<file path="src/sv/kct_pkg.sv">
package kct_pkg;

   // table geometry
   localparam int ENTRIES  = 32;
   localparam int TAG_BITS = 16;

   // port widths
   localparam int TAG_PORT_BITS = 16;
   localparam int AMOUNT_BITS   = 32;
   localparam int COUNT_BITS    = 31;
   localparam int STATUS_BITS   = 3;

   // derived widths
   localparam int KEY_BITS = (TAG_BITS < TAG_PORT_BITS) ? TAG_BITS : TAG_PORT_BITS;
   localparam int IDX_BITS = (ENTRIES > 1) ? $clog2(ENTRIES) : 1;

   // request queue between front and back
   localparam int QUEUE_DEPTH = 2;
   localparam int QPTR_BITS   = (QUEUE_DEPTH > 1) ? $clog2(QUEUE_DEPTH) : 1;
   localparam int QCNT_BITS   = $clog2(QUEUE_DEPTH + 1);

   localparam logic [COUNT_BITS-1:0] COUNT_MAX = {COUNT_BITS{1'b1}};

   typedef enum logic [1:0] {
      CMD_ADD      = 2'd0,
      CMD_REMOVE   = 2'd1,
      CMD_OVERRIDE = 2'd2,
      CMD_UNUSED   = 2'd3
   } cmd_type;

   typedef enum logic [STATUS_BITS-1:0] {
      ST_UPDATED    = 3'd0,
      ST_INSERTED   = 3'd1,
      ST_REMOVED    = 3'd2,
      ST_OVER       = 3'd3,
      ST_BAD_TAG    = 3'd4,
      ST_BAD_AMOUNT = 3'd5,
      ST_NOT_FOUND  = 3'd6,
      ST_FULL       = 3'd7
   } status_type;

   // classified request, as queued between front and back
   typedef struct packed {
      cmd_type               cmd;
      logic [KEY_BITS-1:0]   key;
      logic [COUNT_BITS-1:0] amount;
      logic                  tag_bad;
      logic                  amount_bad;
   } op_type;

   // queue head seen by the back end
   typedef struct packed {
      logic   valid;
      op_type op;
   } head_type;

endpackage

</file>
<file path="src/sv/kct_ram.sv">
module kct_ram
   #(parameter int WIDTH = 8,
     parameter int DEPTH = 16,
     parameter int ABITS = (DEPTH > 1) ? $clog2(DEPTH) : 1)
   (input  logic             clock,
    input  logic             wr_en,
    input  logic [ABITS-1:0] wr_addr,
    input  logic [WIDTH-1:0] wr_data,
    input  logic [ABITS-1:0] rd_addr,
    output logic [WIDTH-1:0] rd_data);

   logic [WIDTH-1:0] mem_ff [DEPTH];
   logic [WIDTH-1:0] rd_data_ff;

   // one write port, one registered read port
   always_ff @(posedge clock) begin
      if (wr_en) begin
         mem_ff[wr_addr] <= wr_data;
      end
      rd_data_ff <= mem_ff[rd_addr];
   end

   assign rd_data = rd_data_ff;

endmodule

</file>
<file path="src/sv/kct_front.sv">
module kct_front
   import kct_pkg::*;
   (input  logic                     clock,
    input  logic                     reset,
    input  logic                     start,
    output logic                     busy,
    input  logic [1:0]               req_command,
    input  logic [TAG_PORT_BITS-1:0] req_tag,
    input  logic [AMOUNT_BITS-1:0]   req_amount,
    output head_type                 head,
    input  logic                     pop);

   op_type               slot_ff [QUEUE_DEPTH];
   logic [QPTR_BITS-1:0] wr_ptr_ff, wr_ptr_in;
   logic [QPTR_BITS-1:0] rd_ptr_ff, rd_ptr_in;
   logic [QCNT_BITS-1:0] count_ff, count_in;
   op_type               op_in;
   logic                 accept;
   logic                 push;
   logic                 do_pop;

   // classify the incoming beat
   always_comb begin
      op_in.cmd        = cmd_type'(req_command);
      op_in.key        = req_tag[KEY_BITS-1:0];
      op_in.amount     = req_amount[COUNT_BITS-1:0];
      op_in.tag_bad    = (req_tag[KEY_BITS-1:0] == '0);
      op_in.amount_bad = (req_amount == '0) || req_amount[AMOUNT_BITS-1];
   end

   assign busy   = (count_ff == QCNT_BITS'(QUEUE_DEPTH));
   assign accept = start && !busy;
   // unused command code is dropped here, it produces no result
   assign push   = accept && (cmd_type'(req_command) != CMD_UNUSED);
   assign do_pop = pop && (count_ff != '0);

   // queue pointers
   always_comb begin
      wr_ptr_in = wr_ptr_ff;
      rd_ptr_in = rd_ptr_ff;
      count_in  = count_ff;
      if (push) begin
         wr_ptr_in = (wr_ptr_ff == QPTR_BITS'(QUEUE_DEPTH - 1)) ? '0 : wr_ptr_ff + 1'b1;
      end
      if (do_pop) begin
         rd_ptr_in = (rd_ptr_ff == QPTR_BITS'(QUEUE_DEPTH - 1)) ? '0 : rd_ptr_ff + 1'b1;
      end
      if (push && !do_pop) begin
         count_in = count_ff + 1'b1;
      end else if (!push && do_pop) begin
         count_in = count_ff - 1'b1;
      end
   end

   always_ff @(posedge clock) begin
      if (reset) begin
         wr_ptr_ff <= '0;
         rd_ptr_ff <= '0;
         count_ff  <= '0;
      end else begin
         wr_ptr_ff <= wr_ptr_in;
         rd_ptr_ff <= rd_ptr_in;
         count_ff  <= count_in;
      end
   end

   // queue storage
   always_ff @(posedge clock) begin
      if (push) begin
         slot_ff[wr_ptr_ff] <= op_in;
      end
   end

   assign head.valid = (count_ff != '0);
   assign head.op    = slot_ff[rd_ptr_ff];

   // queue never holds more than its depth
   a_count_bound: assert property (@(posedge clock) disable iff (reset)
      count_ff <= QCNT_BITS'(QUEUE_DEPTH))
      else $error("request queue overfilled");

endmodule

</file>
<file path="src/sv/kct_back.sv">
module kct_back
   import kct_pkg::*;
   (input  logic                    clock,
    input  logic                    reset,
    input  head_type                head,
    output logic                    pop,
    output logic                    rsp_strobe,
    output logic [STATUS_BITS-1:0]  rsp_status,
    output logic [COUNT_BITS-1:0]   rsp_new_count);

   typedef enum logic [3:0] {
      S_IDLE   = 4'b0001,
      S_SEARCH = 4'b0010,
      S_READ   = 4'b0100,
      S_EXEC   = 4'b1000
   } state_type;

   state_type             state_ff, state_in;
   op_type                op_ff;
   logic [ENTRIES-1:0]    valid_ff, valid_in;
   logic [KEY_BITS-1:0]   key_ff [ENTRIES];
   logic                  hit_ff, free_ff;
   logic [IDX_BITS-1:0]   hit_idx_ff, free_idx_ff;
   logic                  hit_in, free_in;
   logic [IDX_BITS-1:0]   hit_idx_in, free_idx_in;
   logic                  rsp_strobe_ff;
   status_type            rsp_status_ff, rsp_status_in;
   logic [COUNT_BITS-1:0] rsp_count_ff, rsp_count_in;
   logic [COUNT_BITS-1:0] held;
   logic [COUNT_BITS:0]   sum;
   logic                  ram_we;
   logic [IDX_BITS-1:0]   ram_waddr;
   logic [COUNT_BITS-1:0] ram_wdata;
   logic [COUNT_BITS-1:0] ram_rdata;
   logic                  key_we;
   logic                  exec;

   assign pop  = (state_ff == S_IDLE) && head.valid;
   assign exec = (state_ff == S_EXEC);

   // sequencer
   always_comb begin
      state_in = state_ff;
      unique case (state_ff)
         S_IDLE:   if (head.valid) begin state_in = S_SEARCH; end
         S_SEARCH: state_in = S_READ;
         S_READ:   state_in = S_EXEC;
         S_EXEC:   state_in = S_IDLE;
         default:  state_in = S_IDLE;
      endcase
   end

   // parallel tag compare, lowest matching and lowest free slot
   always_comb begin
      hit_in      = 1'b0;
      free_in     = 1'b0;
      hit_idx_in  = '0;
      free_idx_in = '0;
      for (int i = ENTRIES - 1; i >= 0; i--) begin
         if (valid_ff[i] && (key_ff[i] == op_ff.key)) begin
            hit_in     = 1'b1;
            hit_idx_in = IDX_BITS'(i);
         end
         if (!valid_ff[i]) begin
            free_in     = 1'b1;
            free_idx_in = IDX_BITS'(i);
         end
      end
   end

   // count storage, read at the matching slot
   kct_ram #(.WIDTH(COUNT_BITS), .DEPTH(ENTRIES), .ABITS(IDX_BITS)) u_count_ram (
      .clock   (clock),
      .wr_en   (ram_we),
      .wr_addr (ram_waddr),
      .wr_data (ram_wdata),
      .rd_addr (hit_idx_ff),
      .rd_data (ram_rdata));

   assign held = hit_ff ? ram_rdata : '0;
   assign sum  = {1'b0, held} + {1'b0, op_ff.amount};

   // execute the command against the table
   always_comb begin
      valid_in      = valid_ff;
      ram_we        = 1'b0;
      ram_waddr     = hit_idx_ff;
      ram_wdata     = op_ff.amount;
      key_we        = 1'b0;
      rsp_status_in = ST_UPDATED;
      rsp_count_in  = '0;
      if (op_ff.tag_bad) begin
         rsp_status_in = ST_BAD_TAG;
      end else if (op_ff.amount_bad) begin
         rsp_status_in = ST_BAD_AMOUNT;
         rsp_count_in  = held;
      end else if (op_ff.cmd == CMD_REMOVE) begin
         if (!hit_ff) begin
            rsp_status_in = ST_NOT_FOUND;
         end else if (held <= op_ff.amount) begin
            valid_in[hit_idx_ff] = 1'b0;
            rsp_status_in        = (held == op_ff.amount) ? ST_REMOVED : ST_OVER;
         end else begin
            ram_we        = 1'b1;
            ram_wdata     = held - op_ff.amount;
            rsp_status_in = ST_UPDATED;
            rsp_count_in  = held - op_ff.amount;
         end
      end else if (hit_ff) begin
         ram_we = 1'b1;
         if (op_ff.cmd == CMD_ADD) begin
            ram_wdata = sum[COUNT_BITS] ? COUNT_MAX : sum[COUNT_BITS-1:0];
         end else begin
            ram_wdata = op_ff.amount;
         end
         rsp_status_in = ST_UPDATED;
         rsp_count_in  = ram_wdata;
      end else if (free_ff) begin
         ram_we               = 1'b1;
         ram_waddr            = free_idx_ff;
         ram_wdata            = op_ff.amount;
         key_we               = 1'b1;
         valid_in[free_idx_ff] = 1'b1;
         rsp_status_in        = ST_INSERTED;
         rsp_count_in         = op_ff.amount;
      end else begin
         rsp_status_in = ST_FULL;
      end
      if (!exec) begin
         valid_in = valid_ff;
         ram_we   = 1'b0;
         key_we   = 1'b0;
      end
   end

   // control registers
   always_ff @(posedge clock) begin
      if (reset) begin
         state_ff      <= S_IDLE;
         valid_ff      <= '0;
         rsp_strobe_ff <= 1'b0;
      end else begin
         state_ff      <= state_in;
         valid_ff      <= valid_in;
         rsp_strobe_ff <= exec;
      end
   end

   // payload registers
   always_ff @(posedge clock) begin
      if (pop) begin
         op_ff <= head.op;
      end
      if (state_ff == S_SEARCH) begin
         hit_ff      <= hit_in;
         hit_idx_ff  <= hit_idx_in;
         free_ff     <= free_in;
         free_idx_ff <= free_idx_in;
      end
      if (key_we) begin
         key_ff[free_idx_ff] <= op_ff.key;
      end
      if (exec) begin
         rsp_status_ff <= rsp_status_in;
         rsp_count_ff  <= rsp_count_in;
      end
   end

   assign rsp_strobe    = rsp_strobe_ff;
   assign rsp_status    = rsp_status_ff;
   assign rsp_new_count = rsp_count_ff;

   // a result beat only comes right after an execute step
   a_rsp_after_exec: assert property (@(posedge clock) disable iff (reset)
      rsp_strobe_ff |-> $past(state_ff == S_EXEC))
      else $error("result beat without execute step");

   // an insert occupies exactly one more slot
   a_insert_grows: assert property (@(posedge clock) disable iff (reset)
      (rsp_strobe_ff && (rsp_status_ff == ST_INSERTED)) |->
         ($countones(valid_ff) == $past($countones(valid_ff)) + 1))
      else $error("insert did not claim one slot");

   // a removal frees exactly one slot
   a_remove_shrinks: assert property (@(posedge clock) disable iff (reset)
      (rsp_strobe_ff && ((rsp_status_ff == ST_REMOVED) || (rsp_status_ff == ST_OVER))) |->
         ($countones(valid_ff) + 1 == $past($countones(valid_ff))))
      else $error("removal did not free one slot");

   // the table only changes in the execute step
   a_table_quiet: assert property (@(posedge clock) disable iff (reset)
      !$past(exec) |-> $stable(valid_ff))
      else $error("slot occupancy changed outside execute");

endmodule

</file>
<file path="src/sv/keyed_counter_table_unit.sv">
// Keyed counter table: up to ENTRIES tag/count pairs updated by add, remove and override
// commands. A command beat is taken when start is high and busy is low; command code 3 is
// dropped and yields no result, every other beat yields exactly one result beat, marked by
// rsp_strobe for a single cycle, in request order. The receiver cannot stall the result
// channel. Each command passes through the execution engine in order (queue pop, parallel tag
// compare with lowest-slot select, count memory read, update and result) and the engine
// finishes one command before it pops the next; a 2-deep request queue lets start be taken
// back to back until it fills, after which busy stays high until the engine frees a place.
// The table is empty after reset and needs no clearing pass.
module keyed_counter_table_unit
   import kct_pkg::*;
   (input  logic                     clock,
    input  logic                     reset,
    input  logic                     start,
    output logic                     busy,
    input  logic [1:0]               req_command,
    input  logic [TAG_PORT_BITS-1:0] req_tag,
    input  logic [AMOUNT_BITS-1:0]   req_amount,
    output logic                     rsp_strobe,
    output logic [STATUS_BITS-1:0]   rsp_status,
    output logic [COUNT_BITS-1:0]    rsp_new_count);

   head_type head;
   logic     pop;

   // accept and classify, queue
   kct_front u_front (
      .clock       (clock),
      .reset       (reset),
      .start       (start),
      .busy        (busy),
      .req_command (req_command),
      .req_tag     (req_tag),
      .req_amount  (req_amount),
      .head        (head),
      .pop         (pop));

   // table lookup and update
   kct_back u_back (
      .clock         (clock),
      .reset         (reset),
      .head          (head),
      .pop           (pop),
      .rsp_strobe    (rsp_strobe),
      .rsp_status    (rsp_status),
      .rsp_new_count (rsp_new_count));

endmodule

</file>
<file path="config.mk">
export PLATFORM = sky130hd
export DESIGN_NAME = keyed_counter_table_unit
export DESIGN_NICKNAME = d
export VERILOG_FILES = /design/src/sv/kct_pkg.sv /design/src/sv/kct_ram.sv /design/src/sv/kct_front.sv /design/src/sv/kct_back.sv /design/src/sv/keyed_counter_table_unit.sv
export SDC_FILE = /design/constraint.sdc
export NUM_CORES = 2
export LEC_CHECK = 0
export ABC_AREA = 0
export BUFFER_PORTS_ARGS = -buffer_cell sky130_fd_sc_hd__buf_2
export CAP_MARGIN = 20
export CORE_MARGIN = 2
export CORE_UTILIZATION = 59
export CTS_BUF_LIST = sky130_fd_sc_hd__clkbuf_8
export DETAILED_ROUTE_END_ITERATION = 8
export PLACE_DENSITY = 0.77
export SYNTH_ARGS = -nofsm -noshare
export SYNTH_HDL_FRONTEND = slang
export SYNTH_SLANG_ARGS = --single-unit
</file>
<file path="constraint.sdc">
create_clock -name clock -period 6.2 [get_ports clock]
set_clock_uncertainty 0.2 [all_clocks]
set_input_delay 0.31 -clock clock [delete_from_list [all_inputs] [get_ports clock]]
set_output_delay 0.31 -clock clock [all_outputs]
set_load 0.05 [all_outputs]
</file>
==> Flow_metrics.wiki <==
{| class="wikitable"
! Metric !! Value
|-
| Area used by multi-input combinational logic || 20120 sq um
|-
| Endpoint of the most critical register-to-register path || u_back.u_count_ram.mem_ff[20][13]
|-
| Leakage component of the power || 27.41 nW
|-
| Fraction of power consumed by the clock network || 0.281
|-
| Boundary Pins || 89
|-
| Largest area contributor in the netlist || sky130_fd_sc_hd__edfxtp_1
|-
| Seq/Total Area, Yosys || 0.7138
|-
| Final routed wire length divided by cell count || 27.68 um
|-
| Detailed Route WL || 186300 um
|-
| Die height || 357.3 um
|-
| Count of flip-flops with a built-in enable after synthesis || ~1.7k
|-
| H-tree lvl count || 5
|-
| Final Max Tran Viols || 0
|-
| Clock Latency Late Sink || 1000 ps
|-
| Proportion of netlist area held by the largest area contributor || 0.6942
|-
| Share of synthesized flip-flops with an asynchronous set or reset || 0
|-
| Top library cells by usage in the layout, fill and taps aside || sky130_fd_sc_hd__edfxtp_1 (1703), sky130_fd_sc_hd__xnor2_1 (357), sky130_fd_sc_hd__clkbuf_8 (303)
|-
| Hold/Removal Path Class || input port to flop
|-
| Total overflow reported by the global router || 0
|-
| Fill cell instance count of the final layout || approximately 7.9k
|-
| Met1 track demand over resource || 0.3906
|-
| Maximum frequency from static timing analysis || 180.2 MHz
|-
| Worst setup EP type || flop
|-
| Pwr Density || 384.8 nW/um^2
|-
| Flip-flop cell with the highest count after synthesis || sky130_fd_sc_hd__edfxtp_1
|-
| Rel. slew slack || 0.2260
|-
| Clk slew on worst S/H paths || 60 ps
|-
| Area Growth Syn to Fin || 13.49%
|-
| GRT met3 Usage || 0.05321
|-
| Overall fraction of global-route tracks in use || 0.2930
|-
| Antenna violations before repair || 5
|-
| Number of storage elements in the synthesis netlist || roughly 1.8k
|-
| Number of detailed-routing iterations run before antenna repair || 8
|-
| Switching fraction of total power || 0.3126
|-
| Layout Cells excl Fill || 6729
|-
| Status || completed
|-
| Number of vias after detailed routing || 42.71k
|-
| Clock period minus final worst setup slack || approximately 5500 ps
|-
| Count of buffers inserted at the top-level ports || 88
|-
| Net total in the final layout || approximately 5k
|-
| Maxcap violations || 0
|-
| Unrepaired setup endpoints after global routing || no
|-
| Largest driver fanout on the critical path || 50
|-
| Number of instances in the synthesized netlist || 4421
|-
| Dpl cells || a little over 6k
|-
| CP Data Arrival Time || slightly below 6000 ps
|-
| Share of total power in combinational logic || 0.232
|-
| # rows || 129
|-
| Final design utilization || 0.6753
|-
| Total Die Area || ~130000 sq um
|-
| Detailed Place HPWL || 117400 um
|-
| Synth unique cells || 78
|-
| Routing layer with the top usage in global route || met2
|-
| Sequential power share || 0.487
|-
| Setup-violating endpoint count in the final report || 0
|-
| Root buf cell || sky130_fd_sc_hd__clkbuf_8
|-
| Fraction of layout cells with a size suffix above 1 || 0.2089
|-
| Reg-to-reg setup timing slack || 650 ps
|-
| CTS resizes || 0
|-
| FF/Latch Area || 52580 sq um
|-
| Terminating pin of the worst hold path || u_front.slot_ff[0][0]
|-
| DRC marker count from the first detailed-route iteration || 5365
|-
| GPL Wtd Cong || 0.9523
|-
| Leading cell type in the layout, fill and taps excluded || sky130_fd_sc_hd__edfxtp_1
|-
| Tightest hold margin || about 100 ps
|-
| Die Width || 357.3 um
|-
| TritonCTS clock tree || built
|-
| Internal Dissipation || ~0.022 W
|-
| Type of the worst setup path || flop to flop
|-
| Via count of the first global-routing pass || 41.99k
|-
| Register-to-Register Path Depth || 15
|-
| VDD IR max || around 0.33 mV
|-
| Post-route fraction of the period consumed by the critical path || 0.8949
|-
| Number of buffers added by the clock tree synthesis step || 290
|-
| Syn Nets || 4539
|-
| Starting density of the core || 0.5950
|-
| Pin slew with the least headroom to its limit || 1150 ps
|-
| Critical path startpoint category || flop
|-
| Main area contributors after synthesis || sky130_fd_sc_hd__edfxtp_1 (69%), sky130_fd_sc_hd__mux4_2 (7.6%), sky130_fd_sc_hd__xnor2_1 (4.2%)
|-
| Remaining design rule violation count || 0
|-
| Switching Power || 0.01005 W
|-
| Final setup TNS || 0 ps
|-
| Hold_sp || req_amount[31]
|-
| Required time of the worst setup path || ~6600 ps
|-
| Longest Clk Path Bufs || 4
|-
| Worst r2r src || u_back.hit_ff
|-
| Number of nets still failing antenna checks after routing || 0
|-
| Pin count of the biggest net entering global routing || 92
|-
| Cell area after synthesis || about 74000 sq um
|-
| Endpoints failing hold || 0
|-
| Total core area || 123800 sq um
|-
| Synthesis Warnings || 0
|-
| Worst hold stages || 3
|-
| Met2 Resource Use GR || 0.4674
|-
| Wire length of the first global-routing pass || 272900 um
|-
| TritonCTS Sinks || 1775
|-
| Routed vias/inst || 6.346
|-
| Average cell area after synthesis || approximately 17 sq um
|}
-- kinds of logic (layout without fill, tap and decap cells) --
group	count (synthesis)	in the layout	share of synthesized area
flops	1775	1775	0.7138
simple gates	798	798	0.05429
compound gates	602	602	0.05452
xor+xnor	529	529	0.06290
buf+inv	345	1012	0.01850
mux	307	307	0.08476
fa+ha+maj	65	65	0.01124
other cells	0	4	0
-- power groups by stage --
stage	Combinational [W]	Clock [W]	Sequential, W
final	0.00746	0.00905	0.0157
after global routing	0.00800	0.00967	0.0157
after CTS	0.00741	0.00915	0.0156
after detailed placement	0.00733	0	0.0159
after global placement	0.00717	0	0.0159
after floorplan	0.00439	0	0.0159
-- worst max-delay path, stage by stage, from the launching register on --
cell and delay [ps]:
sky130_fd_sc_hd__edfxtp_1 420, sky130_fd_sc_hd__buf_12 220, sky130_fd_sc_hd__and2_1 200, sky130_fd_sc_hd__ha_1 480
sky130_fd_sc_hd__o21ai_0 170, sky130_fd_sc_hd__a21oi_1 190, sky130_fd_sc_hd__o21a_1 300, sky130_fd_sc_hd__o21bai_1 160
sky130_fd_sc_hd__a211oi_1 240, sky130_fd_sc_hd__o21a_1 440, sky130_fd_sc_hd__o21ai_2 120, sky130_fd_sc_hd__a211oi_1 690
sky130_fd_sc_hd__nand2_1 510, sky130_fd_sc_hd__buf_4 330, sky130_fd_sc_hd__nor2_4 110, sky130_fd_sc_hd__buf_4 370
-- cell type report --
class | count | area share
diodes | 4 | 0.0001197
clock buffers | 303 | 0.04988
clock inverters | 186 | 0.01030
inverters | 113 | 0.005074
multi-input cells | 2301 | 0.2407
flip-flops and latches | 1775 | 0.6290
well taps | 1637 | 0.02450
repair buffers | 410 | 0.04047
-- metal layers --
layer  vias up  part of all wire
met4         4             0.054
met3       471             0.081
li1      18275                 -
met1     21534              0.38
met5         -           0.00012
met2      2421              0.48
-- through the flow --
step	power, W	setup WS [ps]	cell area, sq um
final	0.03217	651.7	83600
after global placement	0.02305	950.3	77500
after CTS	0.03220	711.8	83580
after detailed placement	0.02322	788.1	77530
after floorplan	0.02024	200.5	73660
after global routing	0.03334	346.7	83600
-- synthesized netlist by cell type (24+ instances only) --
library cell	number
sky130_fd_sc_hd__a211oi_1	24
sky130_fd_sc_hd__a21oi_1	132
sky130_fd_sc_hd__a221oi_1	28
sky130_fd_sc_hd__a22oi_1	131
sky130_fd_sc_hd__buf_1	36
sky130_fd_sc_hd__buf_2	53
sky130_fd_sc_hd__clkbuf_1	142
sky130_fd_sc_hd__dfxtp_1	72
sky130_fd_sc_hd__edfxtp_1	1703
sky130_fd_sc_hd__ha_1	63
sky130_fd_sc_hd__inv_1	113
sky130_fd_sc_hd__mux2_2	54
sky130_fd_sc_hd__mux4_2	248
sky130_fd_sc_hd__nand2_1	183
sky130_fd_sc_hd__nand2b_1	25
sky130_fd_sc_hd__nand3_1	35
sky130_fd_sc_hd__nand4_1	128
sky130_fd_sc_hd__nor2_1	188
sky130_fd_sc_hd__nor3_1	56
sky130_fd_sc_hd__nor4_1	85
sky130_fd_sc_hd__o21ai_0	126
sky130_fd_sc_hd__xnor2_1	357
sky130_fd_sc_hd__xor2_1	172
-- repair_timing --
item                                   4_1_cts  5_1_grt
setup buffers                                0        0
endpoints found under the hold margin      169        0
hold buffers                               102        0
setup endpoints to repair                    0        0
-- flip-flops by register name, indices dropped and copies added, names as in the netlist --
name and count:
u_back.free_idx_ff 5, u_back.u_count_ram.rd_data 31, u_back.rsp_status 3, u_back.free_ff 1
u_back.hit_ff 1, u_back.op_ff 51, u_front.count_ff 2, u_back.u_count_ram.mem_ff 992
u_front.slot_ff 102, u_front.rd_ptr_ff 1, u_back.key_ff 512, u_back.state_ff 4
u_back.valid_ff 32, u_front.wr_ptr_ff 1, u_back.rsp_strobe 1, u_back.hit_idx_ff 5
u_back.rsp_new_count 31
-- worst max-delay path by stage --
stage / startpoint / end / slack, ps / cells past startpoint
6_report: u_back.hit_ff / u_back.u_count_ram.mem_ff[20][13] / 650 / 15
5_1_grt: u_back.hit_ff / u_back.u_count_ram.mem_ff[20][13] / 350 / 15
4_1_cts: u_back.hit_ff / u_back.u_count_ram.mem_ff[20][13] / 710 / 15
3_5_place_dp: u_back.hit_ff / u_back.u_count_ram.mem_ff[20][5] / 790 / 15
3_3_place_gp: u_back.hit_ff / u_back.u_count_ram.mem_ff[20][20] / 950 / 15
2_1_floorplan: u_back.hit_ff / u_back.u_count_ram.mem_ff[0][25] / 200 / 15
Power figures use the tool's default switching activity.
